## config.mk

```make
export PLATFORM = sky130hd
export DESIGN_NAME = life_generation_stencil_core_flat
export DESIGN_NICKNAME = d
export VERILOG_FILES = /design/src/rtl/core/lgs_pkg.sv /design/src/rtl/core/lgs_if.sv /design/src/rtl/core/lgs_front.sv /design/src/rtl/core/lgs_queue.sv /design/src/rtl/core/lgs_back.sv /design/src/rtl/core/life_generation_stencil_core.sv /design/src/flat_wrapper.sv
export VERILOG_INCLUDE_DIRS = /design/src /design/src/rtl/core
export SDC_FILE = /design/constraint.sdc
export NUM_CORES = 1
export LEC_CHECK = 0
export CELL_PAD_IN_SITES_DETAIL_PLACEMENT = 1
export CELL_PAD_IN_SITES_GLOBAL_PLACEMENT = 2
export CORE_MARGIN = 2
export CORE_UTILIZATION = 47
export CTS_CLUSTER_DIAMETER = 200
export DETAILED_ROUTE_END_ITERATION = 8
export DONT_BUFFER_PORTS = 1
export PLACE_DENSITY = 0.83
export SYNTH_ARGS = -nofsm -noshare
export SYNTH_HDL_FRONTEND = slang
export SYNTH_HIERARCHICAL = 1
export SYNTH_SLANG_ARGS = --single-unit
```

## constraint.sdc

```tcl
create_clock -name clk_i -period 9.05 [get_ports clk_i]
set_input_delay 1.3575 -clock clk_i [delete_from_list [all_inputs] [get_ports clk_i]]
set_output_delay 1.3575 -clock clk_i [all_outputs]
set_load 0.005 [all_outputs]
```

## src/rtl/core/life_generation_stencil_core_defines.svh

```systemverilog
// Assertion macros for the life generation stencil core.
// Included by files that carry concurrent assertions; no other dependencies.
`ifndef LIFE_GENERATION_STENCIL_CORE_DEFINES_SVH
`define LIFE_GENERATION_STENCIL_CORE_DEFINES_SVH

// Same-cycle implication, disabled while reset is asserted.
`define LGS_ASSERT_NOW(lbl, clk, rst_n, ante, cons, msg) \
  lbl: assert property (@(posedge clk) disable iff (!rst_n) (ante) |-> (cons)) \
    else $error(msg);

// Next-cycle implication, disabled while reset is asserted.
`define LGS_ASSERT_NEXT(lbl, clk, rst_n, ante, cons, msg) \
  lbl: assert property (@(posedge clk) disable iff (!rst_n) (ante) |=> (cons)) \
    else $error(msg);

`endif

```

## src/rtl/core/lgs_pkg.sv

```systemverilog
// Shared types, constants and the B3/S23 cell rule for the life stencil core.
// No dependencies.
`timescale 1ns / 1ps

package lgs_pkg;

  localparam int unsigned CFG_IDX_W   = 2;
  localparam int unsigned CFG_DATA_W  = 11;
  localparam int unsigned ROWS_REG_W  = 11;
  localparam int unsigned COLS_REG_W  = 6;
  localparam int unsigned ROW_OUT_W   = 10;
  localparam int unsigned COL_OUT_W   = 5;
  localparam int unsigned ROW_CAP_W   = 16;
  localparam int unsigned COL_CAP_W   = 6;

  localparam int unsigned DEF_MAX_COLS = 32;
  localparam int unsigned DEF_MAX_ROWS = 1024;
  localparam int unsigned QUEUE_DEPTH  = 4;

  localparam logic [ROWS_REG_W-1:0] RESET_GRID_ROWS = 11'd30;
  localparam logic [COLS_REG_W-1:0] RESET_GRID_COLS = 6'd30;

  typedef enum logic [CFG_IDX_W-1:0] {
    CFG_GRID_ROWS = 2'd0,
    CFG_GRID_COLS = 2'd1
  } lgs_cfg_idx_e;

  // One unit of work for the back end: up to two interior cells, then
  // optionally the whole last row of the frame.
  typedef struct packed {
    logic [1:0]           n_cells;
    logic                 alive0;
    logic                 alive1;
    logic                 flush;
    logic [ROW_CAP_W-1:0] row;       // input row; interior cells sit one above
    logic [COL_CAP_W-1:0] col0;      // column of the first interior cell
    logic [COL_CAP_W-1:0] last_col;  // last column in use
  } lgs_job_t;

  // Windows hold bits left, center, right at [0], [1], [2].
  function automatic logic life_next(logic [2:0] above, logic [2:0] mid,
                                     logic [2:0] below);
    logic [3:0] n;
    n = 4'(above[0]) + 4'(above[1]) + 4'(above[2])
      + 4'(below[0]) + 4'(below[1]) + 4'(below[2])
      + 4'(mid[0]) + 4'(mid[2]);
    return (n == 4'd3) || ((n == 4'd2) && mid[1]);
  endfunction

endpackage

```

## src/rtl/core/lgs_if.sv

```systemverilog
// Handshake channels of the life stencil core: cell input, result output
// and configuration write. Depends on lgs_pkg.
`timescale 1ns / 1ps

interface lgs_cell_if;
  logic valid;
  logic ready;
  logic cell_alive;

  modport source (output valid, output cell_alive, input ready);
  modport sink   (input valid, input cell_alive, output ready);
endinterface

interface lgs_result_if;
  logic                          valid;
  logic                          ready;
  logic                          next_alive;
  logic [lgs_pkg::ROW_OUT_W-1:0] out_row;
  logic [lgs_pkg::COL_OUT_W-1:0] out_col;
  logic                          frame_done;
  logic                          run_last;

  modport source (output valid, output next_alive, output out_row, output out_col,
                  output frame_done, output run_last, input ready);
  modport sink   (input valid, input next_alive, input out_row, input out_col,
                  input frame_done, input run_last, output ready);
endinterface

interface lgs_cfg_if;
  logic                           valid;
  logic                           ready;
  logic [lgs_pkg::CFG_IDX_W-1:0]  index;
  logic [lgs_pkg::CFG_DATA_W-1:0] data;

  modport source (output valid, output index, output data, input ready);
  modport sink   (input valid, input index, input data, output ready);
endinterface

```

## src/rtl/core/lgs_front.sv

```systemverilog
// Front end: configuration registers, row stores and positions. Accepts
// cells, evaluates interior cells and queues jobs. Depends on lgs_pkg, lgs_if.
`timescale 1ns / 1ps

module lgs_front #(
  parameter int unsigned MAX_COLS = lgs_pkg::DEF_MAX_COLS,
  parameter int unsigned MAX_ROWS = lgs_pkg::DEF_MAX_ROWS
) (
  input  logic              clk_i,
  input  logic              rst_ni,
  lgs_cfg_if.sink           cfg_i,
  lgs_cell_if.sink          cell_i,
  input  logic              full_i,
  output logic              push_o,
  output lgs_pkg::lgs_job_t job_o,
  output logic [MAX_COLS-1:0] mid_o,
  output logic [MAX_COLS-1:0] cur_o
);

  localparam int unsigned RW = (MAX_ROWS > 1) ? $clog2(MAX_ROWS) : 1;
  localparam int unsigned CW = (MAX_COLS > 1) ? $clog2(MAX_COLS) : 1;
  localparam int unsigned EW = (RW + 1 > lgs_pkg::ROWS_REG_W) ? RW + 1 : lgs_pkg::ROWS_REG_W;
  localparam int unsigned PW = MAX_COLS + 2;

  logic [lgs_pkg::ROWS_REG_W-1:0] grid_rows_q, grid_rows_d;
  logic [lgs_pkg::COLS_REG_W-1:0] grid_cols_q, grid_cols_d;
  logic [MAX_COLS-1:0] upper_q, upper_d, middle_q, middle_d, current_q, current_d;
  logic [RW-1:0] row_q, row_d;
  logic [CW-1:0] col_q, col_d;

  logic [lgs_pkg::COLS_REG_W-1:0] cols_eff, cols_last;
  logic [EW-1:0] rows_ext, rows_eff, rows_last;
  logic row_end, last_row, accept, cfg_hit;
  logic [MAX_COLS-1:0] cur_new;
  logic [PW-1:0] up_p, mid_p, cur_p;
  logic [CW-1:0] j0;
  logic [1:0] n_cells;
  logic a0, a1;

  always_comb begin
    if (grid_cols_q < 6'd2) begin
      cols_eff = 6'd2;
    end else if (grid_cols_q > 6'(MAX_COLS)) begin
      cols_eff = 6'(MAX_COLS);
    end else begin
      cols_eff = grid_cols_q;
    end
    rows_ext = EW'(grid_rows_q);
    if (rows_ext < EW'(2)) begin
      rows_eff = EW'(2);
    end else if (rows_ext > EW'(MAX_ROWS)) begin
      rows_eff = EW'(MAX_ROWS);
    end else begin
      rows_eff = rows_ext;
    end
  end

  assign cols_last = cols_eff - 6'd1;
  assign rows_last = rows_eff - EW'(1);
  assign row_end   = 6'(col_q) >= cols_last;
  assign last_row  = EW'(row_q) >= rows_last;

  assign cfg_i.ready  = 1'b1;
  assign cell_i.ready = !full_i;
  assign accept       = cell_i.valid && cell_i.ready;

  assign cur_new = current_q | (MAX_COLS'(cell_i.cell_alive) << col_q);
  assign up_p    = {1'b0, upper_q, 1'b0};
  assign mid_p   = {1'b0, middle_q, 1'b0};
  assign cur_p   = {1'b0, cur_new, 1'b0};
  assign j0      = (col_q == '0) ? '0 : col_q - CW'(1);

  assign a0 = lgs_pkg::life_next(up_p[j0 +: 3], mid_p[j0 +: 3], cur_p[j0 +: 3]);
  assign a1 = lgs_pkg::life_next(up_p[col_q +: 3], mid_p[col_q +: 3], cur_p[col_q +: 3]);

  always_comb begin
    n_cells = 2'd0;
    if (row_q != '0 && col_q != '0) begin
      n_cells = row_end ? 2'd2 : 2'd1;
    end
  end

  always_comb begin
    job_o          = '0;
    job_o.n_cells  = n_cells;
    job_o.alive0   = a0;
    job_o.alive1   = a1;
    job_o.flush    = row_end && last_row;
    job_o.row      = lgs_pkg::ROW_CAP_W'(row_q);
    job_o.col0     = lgs_pkg::COL_CAP_W'(j0);
    job_o.last_col = cols_last;
  end

  assign mid_o  = middle_q;
  assign cur_o  = cur_new;
  assign push_o = accept && ((n_cells != 2'd0) || (row_end && last_row));

  always_comb begin
    grid_rows_d = grid_rows_q;
    grid_cols_d = grid_cols_q;
    upper_d     = upper_q;
    middle_d    = middle_q;
    current_d   = current_q;
    row_d       = row_q;
    col_d       = col_q;
    cfg_hit     = 1'b0;
    if (cfg_i.valid && cfg_i.ready) begin
      case (lgs_pkg::lgs_cfg_idx_e'(cfg_i.index))
        lgs_pkg::CFG_GRID_ROWS: begin
          grid_rows_d = cfg_i.data;
          cfg_hit     = 1'b1;
        end
        lgs_pkg::CFG_GRID_COLS: begin
          grid_cols_d = cfg_i.data[lgs_pkg::COLS_REG_W-1:0];
          cfg_hit     = 1'b1;
        end
        default: begin
          cfg_hit = 1'b0;
        end
      endcase
    end
    if (cfg_hit) begin
      // abandon the frame in progress
      upper_d   = '0;
      middle_d  = '0;
      current_d = '0;
      row_d     = '0;
      col_d     = '0;
    end else if (accept) begin
      if (row_end) begin
        if (last_row) begin
          upper_d   = '0;
          middle_d  = '0;
          current_d = '0;
          row_d     = '0;
        end else begin
          upper_d   = middle_q;
          middle_d  = cur_new;
          current_d = '0;
          row_d     = row_q + RW'(1);
        end
        col_d = '0;
      end else begin
        current_d = cur_new;
        col_d     = col_q + CW'(1);
      end
    end
  end

  always_ff @(posedge clk_i or negedge rst_ni) begin
    if (!rst_ni) begin
      grid_rows_q <= lgs_pkg::RESET_GRID_ROWS;
      grid_cols_q <= lgs_pkg::RESET_GRID_COLS;
      upper_q     <= '0;
      middle_q    <= '0;
      current_q   <= '0;
      row_q       <= '0;
      col_q       <= '0;
    end else begin
      grid_rows_q <= grid_rows_d;
      grid_cols_q <= grid_cols_d;
      upper_q     <= upper_d;
      middle_q    <= middle_d;
      current_q   <= current_d;
      row_q       <= row_d;
      col_q       <= col_d;
    end
  end

endmodule

```

## src/rtl/core/lgs_queue.sv

```systemverilog
// Small first-in first-out queue of jobs between front and back end.
// Depends on nothing but its parameters.
`timescale 1ns / 1ps

module lgs_queue #(
  parameter int unsigned WIDTH = 8,
  parameter int unsigned DEPTH = 4
) (
  input  logic             clk_i,
  input  logic             rst_ni,
  input  logic             push_i,
  input  logic [WIDTH-1:0] din_i,
  input  logic             pop_i,
  output logic [WIDTH-1:0] dout_o,
  output logic             full_o,
  output logic             empty_o
);

  localparam int unsigned PW = (DEPTH > 1) ? $clog2(DEPTH) : 1;
  localparam int unsigned NW = $clog2(DEPTH + 1);

  logic [WIDTH-1:0] mem_q [DEPTH];
  logic [PW-1:0] wr_ptr_q, wr_ptr_d, rd_ptr_q, rd_ptr_d;
  logic [NW-1:0] cnt_q, cnt_d;
  logic do_push, do_pop;

  assign full_o  = cnt_q == NW'(DEPTH);
  assign empty_o = cnt_q == '0;
  assign dout_o  = mem_q[rd_ptr_q];
  assign do_push = push_i && !full_o;
  assign do_pop  = pop_i && !empty_o;

  always_comb begin
    wr_ptr_d = wr_ptr_q;
    rd_ptr_d = rd_ptr_q;
    cnt_d    = cnt_q;
    if (do_push) begin
      wr_ptr_d = (wr_ptr_q == PW'(DEPTH - 1)) ? '0 : wr_ptr_q + PW'(1);
    end
    if (do_pop) begin
      rd_ptr_d = (rd_ptr_q == PW'(DEPTH - 1)) ? '0 : rd_ptr_q + PW'(1);
    end
    if (do_push && !do_pop) begin
      cnt_d = cnt_q + NW'(1);
    end else if (do_pop && !do_push) begin
      cnt_d = cnt_q - NW'(1);
    end
  end

  always_ff @(posedge clk_i or negedge rst_ni) begin
    if (!rst_ni) begin
      wr_ptr_q <= '0;
      rd_ptr_q <= '0;
      cnt_q    <= '0;
    end else begin
      wr_ptr_q <= wr_ptr_d;
      rd_ptr_q <= rd_ptr_d;
      cnt_q    <= cnt_d;
    end
  end

  always_ff @(posedge clk_i) begin
    if (do_push) begin
      mem_q[wr_ptr_q] <= din_i;
    end
  end

endmodule

```

## src/rtl/core/lgs_back.sv

```systemverilog
// Back end: steps through each queued job, one result per cycle while out_o is
// ready, holding each result in an output register. Depends on lgs_pkg, lgs_if.
`timescale 1ns / 1ps

module lgs_back #(
  parameter int unsigned MAX_COLS = lgs_pkg::DEF_MAX_COLS
) (
  input  logic                clk_i,
  input  logic                rst_ni,
  input  logic                empty_i,
  input  lgs_pkg::lgs_job_t   job_i,
  input  logic [MAX_COLS-1:0] mid_i,
  input  logic [MAX_COLS-1:0] cur_i,
  output logic                pop_o,
  lgs_result_if.source        out_o
);

  localparam int unsigned CW = (MAX_COLS > 1) ? $clog2(MAX_COLS) : 1;
  localparam int unsigned SW = $clog2(MAX_COLS + 3);
  localparam int unsigned PW = MAX_COLS + 2;

  logic [SW-1:0] step_q, step_d, total, step_flush;
  logic [CW-1:0] jdx;
  logic [PW-1:0] mid_p, cur_p;
  logic load, last_step, in_cells;

  logic                          valid_q, valid_d;
  logic                          alive_q, alive_d;
  logic [lgs_pkg::ROW_OUT_W-1:0] row_q, row_d;
  logic [lgs_pkg::COL_OUT_W-1:0] col_q, col_d;
  logic                          done_q, done_d;
  logic                          last_q, last_d;

  assign total = SW'(job_i.n_cells)
               + (job_i.flush ? SW'(job_i.last_col) + SW'(1) : '0);
  assign last_step  = step_q == total - SW'(1);
  assign in_cells   = step_q < SW'(job_i.n_cells);
  assign step_flush = step_q - SW'(job_i.n_cells);
  assign jdx        = CW'(step_flush);
  assign mid_p      = {1'b0, mid_i, 1'b0};
  assign cur_p      = {1'b0, cur_i, 1'b0};

  assign load  = !empty_i && (!valid_q || out_o.ready);
  assign pop_o = load && last_step;

  always_comb begin
    step_d  = step_q;
    valid_d = valid_q;
    alive_d = alive_q;
    row_d   = row_q;
    col_d   = col_q;
    done_d  = done_q;
    last_d  = last_q;
    if (load) begin
      valid_d = 1'b1;
      step_d  = last_step ? '0 : step_q + SW'(1);
      last_d  = last_step;
      if (in_cells) begin
        alive_d = (step_q == '0) ? job_i.alive0 : job_i.alive1;
        row_d   = lgs_pkg::ROW_OUT_W'(job_i.row - lgs_pkg::ROW_CAP_W'(1));
        col_d   = lgs_pkg::COL_OUT_W'(job_i.col0 + lgs_pkg::COL_CAP_W'(step_q));
        done_d  = 1'b0;
      end else begin
        // drain the last row; nothing lies below it
        alive_d = lgs_pkg::life_next(mid_p[jdx +: 3], cur_p[jdx +: 3], 3'b000);
        row_d   = lgs_pkg::ROW_OUT_W'(job_i.row);
        col_d   = lgs_pkg::COL_OUT_W'(jdx);
        done_d  = lgs_pkg::COL_CAP_W'(jdx) == job_i.last_col;
      end
    end else if (out_o.ready) begin
      valid_d = 1'b0;
    end
  end

  always_ff @(posedge clk_i or negedge rst_ni) begin
    if (!rst_ni) begin
      step_q  <= '0;
      valid_q <= 1'b0;
    end else begin
      step_q  <= step_d;
      valid_q <= valid_d;
    end
  end

  always_ff @(posedge clk_i) begin
    alive_q <= alive_d;
    row_q   <= row_d;
    col_q   <= col_d;
    done_q  <= done_d;
    last_q  <= last_d;
  end

  assign out_o.valid      = valid_q;
  assign out_o.next_alive = alive_q;
  assign out_o.out_row    = row_q;
  assign out_o.out_col    = col_q;
  assign out_o.frame_done = done_q;
  assign out_o.run_last   = last_q;

endmodule

```

## src/rtl/core/life_generation_stencil_core.sv

```systemverilog
// Top level of the Game of Life (B3/S23) streaming stencil core.
// Depends on lgs_pkg, lgs_if, lgs_front, lgs_queue, lgs_back and the defines header.
`timescale 1ns / 1ps
`include "life_generation_stencil_core_defines.svh"

// Streams one generation of a bounded grid in row-major order, one cell per
// item, and returns the next generation with row and column of each cell.
// Results lag their input by one row and one column; cells beyond the edge
// are dead. The input takes an item every cycle while the four-entry job queue
// has room. The back end emits one result per cycle while the output takes them,
// which matches the input rate over a row (grid_cols results per row). At the
// last item of a frame the back end drains the final row, at most grid_cols + 2
// results; the first row of the next frame produces no results, so the queue
// absorbs the drain and the input stalls only while the output is held off. Each
// result passes from the job queue into the back end's output register. Writing
// grid_rows or grid_cols restarts the frame at row 0, column 0; write only while
// the core is idle.
module life_generation_stencil_core #(
  parameter int unsigned MAX_COLS = lgs_pkg::DEF_MAX_COLS,
  parameter int unsigned MAX_ROWS = lgs_pkg::DEF_MAX_ROWS
) (
  input  logic         clk_i,
  input  logic         rst_ni,
  lgs_cfg_if.sink      cfg_i,
  lgs_cell_if.sink     in_i,
  lgs_result_if.source out_o
);

  localparam int unsigned JOB_W = $bits(lgs_pkg::lgs_job_t);
  localparam int unsigned QW    = JOB_W + 2 * MAX_COLS;

  logic              q_push, q_pop, q_full, q_empty;
  lgs_pkg::lgs_job_t job_in, job_out;
  logic [MAX_COLS-1:0] mid_in, cur_in, mid_out, cur_out;
  logic [QW-1:0]     q_din, q_dout;

  lgs_front #(
    .MAX_COLS(MAX_COLS),
    .MAX_ROWS(MAX_ROWS)
  ) u_front (
    .clk_i (clk_i),
    .rst_ni(rst_ni),
    .cfg_i (cfg_i),
    .cell_i(in_i),
    .full_i(q_full),
    .push_o(q_push),
    .job_o (job_in),
    .mid_o (mid_in),
    .cur_o (cur_in)
  );

  assign q_din = {job_in, mid_in, cur_in};

  lgs_queue #(
    .WIDTH(QW),
    .DEPTH(lgs_pkg::QUEUE_DEPTH)
  ) u_queue (
    .clk_i  (clk_i),
    .rst_ni (rst_ni),
    .push_i (q_push),
    .din_i  (q_din),
    .pop_i  (q_pop),
    .dout_o (q_dout),
    .full_o (q_full),
    .empty_o(q_empty)
  );

  assign job_out = lgs_pkg::lgs_job_t'(q_dout[QW-1 -: JOB_W]);
  assign mid_out = q_dout[2*MAX_COLS-1 -: MAX_COLS];
  assign cur_out = q_dout[MAX_COLS-1:0];

  lgs_back #(
    .MAX_COLS(MAX_COLS)
  ) u_back (
    .clk_i  (clk_i),
    .rst_ni (rst_ni),
    .empty_i(q_empty),
    .job_i  (job_out),
    .mid_i  (mid_out),
    .cur_i  (cur_out),
    .pop_o  (q_pop),
    .out_o  (out_o)
  );

  `LGS_ASSERT_NOW(a_push_not_full, clk_i, rst_ni, q_push, !q_full, "job pushed into full queue")
  `LGS_ASSERT_NOW(a_pop_not_empty, clk_i, rst_ni, q_pop, !q_empty, "job popped from empty queue")
  `LGS_ASSERT_NOW(a_done_is_last, clk_i, rst_ni, out_o.valid && out_o.frame_done, out_o.run_last, "frame end not last of run")
  `LGS_ASSERT_NEXT(a_full_holds, clk_i, rst_ni, q_full && !q_pop, q_full, "full queue drained without pop")

endmodule

```

## src/flat_wrapper.sv

```systemverilog
// flat-port wrapper written by rule: the top's interface ports become plain ports
module life_generation_stencil_core_flat 
#(
  parameter int unsigned MAX_COLS = lgs_pkg::DEF_MAX_COLS,
  parameter int unsigned MAX_ROWS = lgs_pkg::DEF_MAX_ROWS
)
  (clk_i, rst_ni, cfg_i_valid, cfg_i_index, cfg_i_data, cfg_i_ready, in_i_valid, in_i_cell_alive, in_i_ready, out_o_valid, out_o_next_alive, out_o_out_row, out_o_out_col, out_o_frame_done, out_o_run_last, out_o_ready);
  lgs_cfg_if cfg_i_i ();
  lgs_cell_if in_i_i ();
  lgs_result_if out_o_i ();
  input  logic clk_i;
  input  logic rst_ni;
  input wire logic [$bits(cfg_i_i.valid)-1:0] cfg_i_valid;
  input wire logic [$bits(cfg_i_i.index)-1:0] cfg_i_index;
  input wire logic [$bits(cfg_i_i.data)-1:0] cfg_i_data;
  output wire logic [$bits(cfg_i_i.ready)-1:0] cfg_i_ready;
  input wire logic [$bits(in_i_i.valid)-1:0] in_i_valid;
  input wire logic [$bits(in_i_i.cell_alive)-1:0] in_i_cell_alive;
  output wire logic [$bits(in_i_i.ready)-1:0] in_i_ready;
  output wire logic [$bits(out_o_i.valid)-1:0] out_o_valid;
  output wire logic [$bits(out_o_i.next_alive)-1:0] out_o_next_alive;
  output wire logic [$bits(out_o_i.out_row)-1:0] out_o_out_row;
  output wire logic [$bits(out_o_i.out_col)-1:0] out_o_out_col;
  output wire logic [$bits(out_o_i.frame_done)-1:0] out_o_frame_done;
  output wire logic [$bits(out_o_i.run_last)-1:0] out_o_run_last;
  input wire logic [$bits(out_o_i.ready)-1:0] out_o_ready;
  assign cfg_i_i.valid = cfg_i_valid;
  assign cfg_i_i.index = cfg_i_index;
  assign cfg_i_i.data = cfg_i_data;
  assign cfg_i_ready = cfg_i_i.ready;
  assign in_i_i.valid = in_i_valid;
  assign in_i_i.cell_alive = in_i_cell_alive;
  assign in_i_ready = in_i_i.ready;
  assign out_o_valid = out_o_i.valid;
  assign out_o_next_alive = out_o_i.next_alive;
  assign out_o_out_row = out_o_i.out_row;
  assign out_o_out_col = out_o_i.out_col;
  assign out_o_frame_done = out_o_i.frame_done;
  assign out_o_run_last = out_o_i.run_last;
  assign out_o_i.ready = out_o_ready;
  life_generation_stencil_core #(.MAX_COLS(MAX_COLS), .MAX_ROWS(MAX_ROWS)) u_core (.clk_i(clk_i), .rst_ni(rst_ni), .cfg_i(cfg_i_i), .in_i(in_i_i), .out_o(out_o_i));
endmodule
```

==> results of run 1 <==
-- path summary, 6_finish.rpt --
| path | slack (ns) | startpoint | depth (start not counted) | to |
|---|---|---|---|---|
| setup / recovery | 1.72 | u_core/u_front/col_q[1]$_DFFE_PN0P_ | 21 | u_core/u_queue/mem_q[1][94]$_DFFE_PP_ |
| hold reg to reg | 0.53 | u_core/u_back/out_o.valid$_DFFE_PN0P_ | 2 | u_core/u_back/out_o.valid$_DFFE_PN0P_ |
| max in group asynchronous | 8.26 | rst_ni | 0 | u_core/u_queue/rd_ptr_q[0]$_DFFE_PN0P_ |
| min in group clk_i | 0.53 | u_core/u_back/out_o.valid$_DFFE_PN0P_ | 2 | u_core/u_back/out_o.valid$_DFFE_PN0P_ |
| setup reg to reg | 1.72 | u_core/u_front/col_q[1]$_DFFE_PN0P_ | 21 | u_core/u_queue/mem_q[1][94]$_DFFE_PP_ |
| hold / removal | 0.44 | rst_ni | 0 | u_core/u_front/mid_o[24]$_DFFE_PN0P_ |
-- power groups by stage --
stage	registers (W)	clock network, W	logic [W]
after floorplan	0.00350	0	0.00461
after global placement	0.00367	0	0.00576
after detailed placement	0.00372	0	0.00599
after CTS	0.00367	0.00245	0.00603
after global routing	0.00373	0.00253	0.00655
final	0.00367	0.00240	0.00604
-- cell usage in the layout (no fill, tap or decap), types with 24 or more instances in the layout --
cell       instances
a211oi_1          24
mux2i_1           75
nor2_1            96
buf_4             55
a31oi_1           34
mux2_2            36
o21ai_0          108
a21oi_1           97
clkbuf_16         56
nand3_1           47
dfrtp_1          130
ha_1              50
nand2_1          236
mux4_2           199
edfxtp_1         378
nor3_1            30
o31ai_1           33
inv_1             77
-- final cells by class --
| class | count | area share |
|---|---|---|
| well taps | 773 | 0.0314 |
| clock inverters | 45 | 0.0174 |
| multi-input cells | 1353 | 0.396 |
| diodes | 1 | 0.0000813 |
| repair buffers | 55 | 0.0134 |
| flip-flops and latches | 520 | 0.485 |
| clock buffers | 61 | 0.0461 |
| inverters | 80 | 0.00992 |
-- state kept, by name, indices dropped and copies added (netlist names), 6 cells and up --
signal	count
u_core/u_front/current_q	32
u_core/u_front/upper_q	32
u_core/u_queue/mem_q	360
u_core/u_back/out_o.out_row	10
u_core/u_back/step_q	6
u_core/u_front/grid_cols_q	6
u_core/u_front/mid_o	32
u_core/u_front/grid_rows_q	11
u_core/u_front/row_q	10
-- stage by stage --
step	util	instance area [um^2]	hold WS [ns]	worst slack, ns
final	0.520	30800	0.438	1.72
after global routing	0.520	30800	0.406	1.47
after CTS	0.520	30800	0.396	1.76
after detailed placement	0.487	28800	0.516	1.81
after global placement	0.487	28800	0.517	1.96
after floorplan	-	28100	0.472	1.46
-- routing by layer --
metal / wire (um) / track usage / vias to the layer above
li1: - / - / 8041
met4: 3100 / 0.101 / 0
met1: 35000 / 0.377 / 9930
met2: 39800 / 0.433 / 746
met3: 7110 / 0.0673 / 169
met5: 0 / 0 / -
-- worst max-delay path: stages, from the launching register on --
cell	delay [ns]
dfrtp_4	0.70
inv_1	0.46
ha_1	0.29
or4b_4	0.61
nand2_4	0.53
mux4_1	0.65
mux2_2	0.31
o32a_1	0.29
o311a_1	0.13
fa_1	0.55
inv_1	0.06
fa_1	0.51
fa_1	0.56
inv_1	0.04
ha_1	0.21
fa_1	0.38
nand3_1	0.08
o21ai_0	0.07
and2_0	0.18
o31ai_1	0.07
a31oi_1	0.06
a22o_1	0.25
==> results.md, run 1 <==
- Die Span Y: around 250 um
- Row Count: 89
- Final Hold Fails: 0
- Grt ovf: 0
- Global-route wire length before repair: around 130 mm
- Power, Total: around 0.012 W
- Final Critical Period: approximately 7.3 ns
- Setup_tns: 0 ns
- Worst Path Max Fanout: between 40 and 50
- H-tree depth: 2
- CTS root buf: clkbuf_16
- First drt pass iteration count: 7
- Ports: 40
- Register area: roughly 15000 um^2
- Outcome: finished, violations left
- CP startpoint kind: flop
- Post-Syn Nets: 2193
- Nets: 2150
- Multi-input gate area: between 10000 and 15000 um^2
- # placed instances: 2781
- WP data required: around 9.4 ns
- Area delta synth->final: 9.33%
- WS Path Type: reg2reg
- Clock Skew: around 0.030 ns
- Mean Syn Cell Area: ~13 um^2
- Fill count: 5781
- GRT Total Usage: 0.276
- Post-cts sizing count: 0
- Max VDD drop: between 200 and 250 uV
- RSZ-0062 raised after global routing: false
- Hold_buf cts: 0
- Final Max Tran Viols: 0
- Sw Ratio: 0.417
- Routed WL: about 85 mm
- Failing checks: DRC
- Mapped cell area: 28100 um^2
- CTS clk-pin slew, worst paths: around 0.07 ns
- CP arrival: 7.69 ns
- Initial antenna violation count: 3
- HP Class: in2async
- DR vias/cell: between 6 and 7
- Longest Clk Path Bufs: 3
- Antenna-violating nets left: 0
- Internal: a little over 0.007 W
- Crit end category: flop
- Worst-Skew Late Latency: between 0.6 and 0.7 ns
- Sw power: 0.00504 W
- Number of clock sinks: 520
- Final cell count without fillers: 2888
- Setup Buffers After CTS: 0
- Ratio of cells with drive above 1 in the final layout: 0.210
- Vias in the first global route: roughly 20k
- Cts bufs inserted: 56
- Static Leak: between 10 and 15 nW
- Combinational power share: 0.499
- DR vias: 18.9k
- Largest net degree at the start of global routing: ~140
- Initial DRC count: 1753
- Least-Margin Pin Slew: roughly 1.3 ns
- Initial cell density of the core: 0.476
- Synth warn: 6
- Placer Congestion: between 0.9 and 1
- Slew HR: 0.147
- Port Buffers: 0
- Clock network fraction of design power: 0.198
- DR DRC count: 2
- Flop pwr share: 0.303
- CTS tree: done
- Post-DP HPWL: approximately 58 mm
- Die X-Extent: approximately 250 um
- Die Footprint: roughly 62000 um^2
- F_max: ~0.14 GHz
- DR WL/cell: just under 30 um
- Final Setup Violations: 0
- Max_cap viols: 0
- Pwr dens: ~390 nW/um^2
- Crit share post-route: 0.810
- Synth Instances: approximately 2.1k
- Core Region: slightly below 60000 um^2
Note: power is estimated with default switching activity, not from simulation.
==> run 2, diff against run 1 <==
--- a/config.mk
+++ b/config.mk
@@ -6,14 +6,15 @@
 export SDC_FILE = /design/constraint.sdc
 export NUM_CORES = 1
 export LEC_CHECK = 0
+export ABC_AREA = 1
 export CELL_PAD_IN_SITES_DETAIL_PLACEMENT = 1
 export CELL_PAD_IN_SITES_GLOBAL_PLACEMENT = 2
 export CORE_MARGIN = 2
-export CORE_UTILIZATION = 47
+export CORE_UTILIZATION = 37
 export CTS_CLUSTER_DIAMETER = 200
 export DETAILED_ROUTE_END_ITERATION = 8
 export DONT_BUFFER_PORTS = 1
-export PLACE_DENSITY = 0.83
+export PLACE_DENSITY = 0.8
 export SYNTH_ARGS = -nofsm -noshare
 export SYNTH_HDL_FRONTEND = slang
 export SYNTH_HIERARCHICAL = 1
==> constraint.sdc (replaced) <==
create_clock -name clk_i -period 6.35 [get_ports clk_i]
set_input_delay 0.9525 -clock clk_i [delete_from_list [all_inputs] [get_ports clk_i]]
set_output_delay 0.9525 -clock clk_i [all_outputs]
set_load 0.005 [all_outputs]
==> results.md, run 2 <==
- Outcome: finished, final reports clean (was finished, violations left)
- Nets: 3570 (was 2150)
- DR vias/cell: 5.50 (was 6.54)
- Vias in the first global route: 25.5k (was 19.9k)
- Synth warn: 6 (unchanged)
- Slew HR: 0.235 (was 0.147)
- Ports: 40 (unchanged)
- Routed WL: 104 mm (was 85.1 mm)
- Area delta synth->final: 11.2% (was 9.33%)
- Most flops, register: u_core/u_queue/mem_q (unchanged)
- First drt pass iteration count: 5 (was 7)
- Port Buffers: 0 (unchanged)
- Max_cap viols: 0 (unchanged)
- Design Area, Final: 33200 um^2 (was 30800 um^2)
- Initial antenna violation count: 2 (was 3)
- F_max: 0.174 GHz (was 0.136 GHz)
- # placed instances: 4484 (was 2781)
- Die Span Y: 288 um (was 249 um)
- Power, Total: 0.0213 W (was 0.0121 W)
- CP startpoint kind: flop (unchanged)
- Worst-Skew Late Latency: 0.64 ns (about the same)
- Max FFs per register: 360 (unchanged)
- Least-Margin Pin Slew: 1.15 ns (was 1.28 ns)
- CP arrival: 6.16 ns (was 7.69 ns)
- CTS tree: done (unchanged)
- Final cell count without fillers: 4596 (was 2888)
- Setup Buffers After CTS: 0 (unchanged)
- Largest net degree at the start of global routing: 133 (was 143)
- RSZ-0062 raised after global routing: false (unchanged)
- H-tree depth: 2 (unchanged)
- Placed instance area: 31100 um^2 (was 28800 um^2)
- Pwr dens: 641 nW/um^2 (was 394 nW/um^2)
- Placer Congestion: 0.898 (was 0.930)
- Ratio of cells with drive above 1 in the final layout: 0.0781 (was 0.210)
- Worst Path Max Fanout: 49 (was 44)
- Cts bufs inserted: 58 (was 56)
- Initial DRC count: 2081 (was 1753)
- Row Count: 104 (was 89)
- Antenna-violating nets left: 0 (unchanged)
- DR vias: 25.3k (was 18.9k)
- Static Leak: 13.7 nW (was 11.1 nW)
- Final Max Tran Viols: 0 (unchanged)
- GRT Total Usage: 0.251 (was 0.276)
- Max VDD drop: 463 uV (was 241 uV)
- Place WS: 0.741 ns (was 1.81 ns)
- Number of clock sinks: 520 (unchanged)
- Final Critical Period: 5.76 ns (was 7.33 ns)
- Final Hold Fails: 0 (unchanged)
- HP Class: in2async (unchanged)
- CTS clk-pin slew, worst paths: 0.07 ns (about the same)
- Mean Syn Cell Area: 8.39 um^2 (was 13.3 um^2)
- Crit share post-route: 0.907 (was 0.810)
- DR DRC count: 0 (was 2)
- Crit end category: flop (unchanged)
- Most common cell after layout, fill and taps aside: nand2_1 (was edfxtp_1)
- CTS root buf: clkbuf_16 (unchanged)
- Final Setup Violations: 0 (unchanged)
- Longest Clk Path Bufs: 3 (unchanged)
- WS Path Type: reg2reg (unchanged)
- Grt ovf: 0 (unchanged)
- Post-DP HPWL: 72.3 mm (was 57.7 mm)
- DR WL/cell: 22.7 um (was 29.5 um)
- Initial cell density of the core: 0.372 (was 0.476)
- Core Region: 80300 um^2 (was 59100 um^2)
- Setup ws final: 0.592 ns (was 1.72 ns)
- Mapped cell area: 29900 um^2 (was 28100 um^2)
- Die Footprint: 83000 um^2 (was 61900 um^2)
- WP data required: 6.75 ns (was 9.40 ns)
- Post-cts sizing count: 0 (unchanged)
- Most frequent cells in the layout: 978 x nand2_1, 447 x inv_1, 378 x edfxtp_1, 262 x nand3_1, 252 x o21ai_0 (was 378 x edfxtp_1, 236 x nand2_1, 199 x mux4_2, 130 x dfrtp_1, 108 x o21ai_0)
- Post-Syn Nets: 3646 (was 2193)
- Global-route wire length before repair: 159 mm (was 129 mm)
- Clock Skew: 0.0192 ns (was 0.0300 ns)
- Die X-Extent: 288 um (was 249 um)
- Synth Instances: 3562 (was 2109)
-- run 2: cell type report --
class                      count  area, um^2
multi-input combinational   2339       12100
fill                        9371       47100
antenna                        1        2.50
timing repair buffer          93         953
sequential                   520       14900
inverter                     474        1780
clock inverter                40         552
clock buffer                  69        1570
tap                         1060        1330
-- run 2: worst paths after layout --
check / start / endpoint / slack, ns / depth (start not counted)
max: u_core/u_front/col_q[0]$_DFFE_PN0P_ / u_core/u_queue/mem_q[3][93]$_DFFE_PP_ / 0.59 / 16
min: rst_ni / u_core/u_queue/wr_ptr_q[1]$_DFFE_PN0P_ / 0.04 / 0
max reg2reg: u_core/u_front/col_q[0]$_DFFE_PN0P_ / u_core/u_queue/mem_q[3][93]$_DFFE_PP_ / 0.59 / 16
min reg2reg: u_core/u_queue/cnt_q[2]$_DFFE_PN0P_ / u_core/u_queue/cnt_q[2]$_DFFE_PN0P_ / 0.50 / 2
max in group asynchronous: rst_ni / u_core/u_queue/rd_ptr_q[1]$_DFFE_PN0P_ / 5.28 / 1
min in group clk_i: cfg_i_data[8] / u_core/u_front/grid_rows_q[8]$_DFFE_PN0P_ / 0.47 / 1
-- run 2: worst max-delay path: stages, from the launching register on --
cell      delay [ns]
dfrtp_2         0.40
buf_4           0.31
nand2_1         0.19
buf_4           0.37
inv_1           0.38
a221oi_1        0.41
nor2_1          0.08
o31ai_1         0.37
fa_1            0.56
fa_1            0.57
fa_1            0.56
inv_1           0.05
ha_1            0.21
fa_1            0.38
nor2_1          0.13
o21ai_0         0.16
a21oi_1         0.36
-- run 2: repair_timing --
item / in CTS / in global routing
endpoints found under the hold margin: 9 / 0
hold buffers: 2 / 0
setup endpoints to repair: 0 / 0
-- run 2: report_power, final --
group	internal [W]	switching, W	leakage (nW)
sequential	0.00476	0.000433	5.41
combinational	0.00385	0.00851	7.27
clock	0.00223	0.00150	1.02
-- run 2: per-layer routing --
layer	up-vias	routed length, um	track usage
met5	-	0	0
met4	0	3810	0.0926
met3	185	5850	0.0376
met2	648	47100	0.398
met1	12565	47400	0.348
li1	11863	-	-
-- run 2: stage by stage --
step | hold slack (ns) | util | setup TNS (ns)
2_1_floorplan | 0.448 | - | -288.49
3_3_place_gp | 0.489 | 0.387 | 0
3_5_place_dp | 0.489 | 0.387 | 0
4_1_cts | 0.000545 | 0.414 | 0
5_1_grt | 0.00184 | 0.414 | 0
6_report | 0.0418 | 0.414 | 0
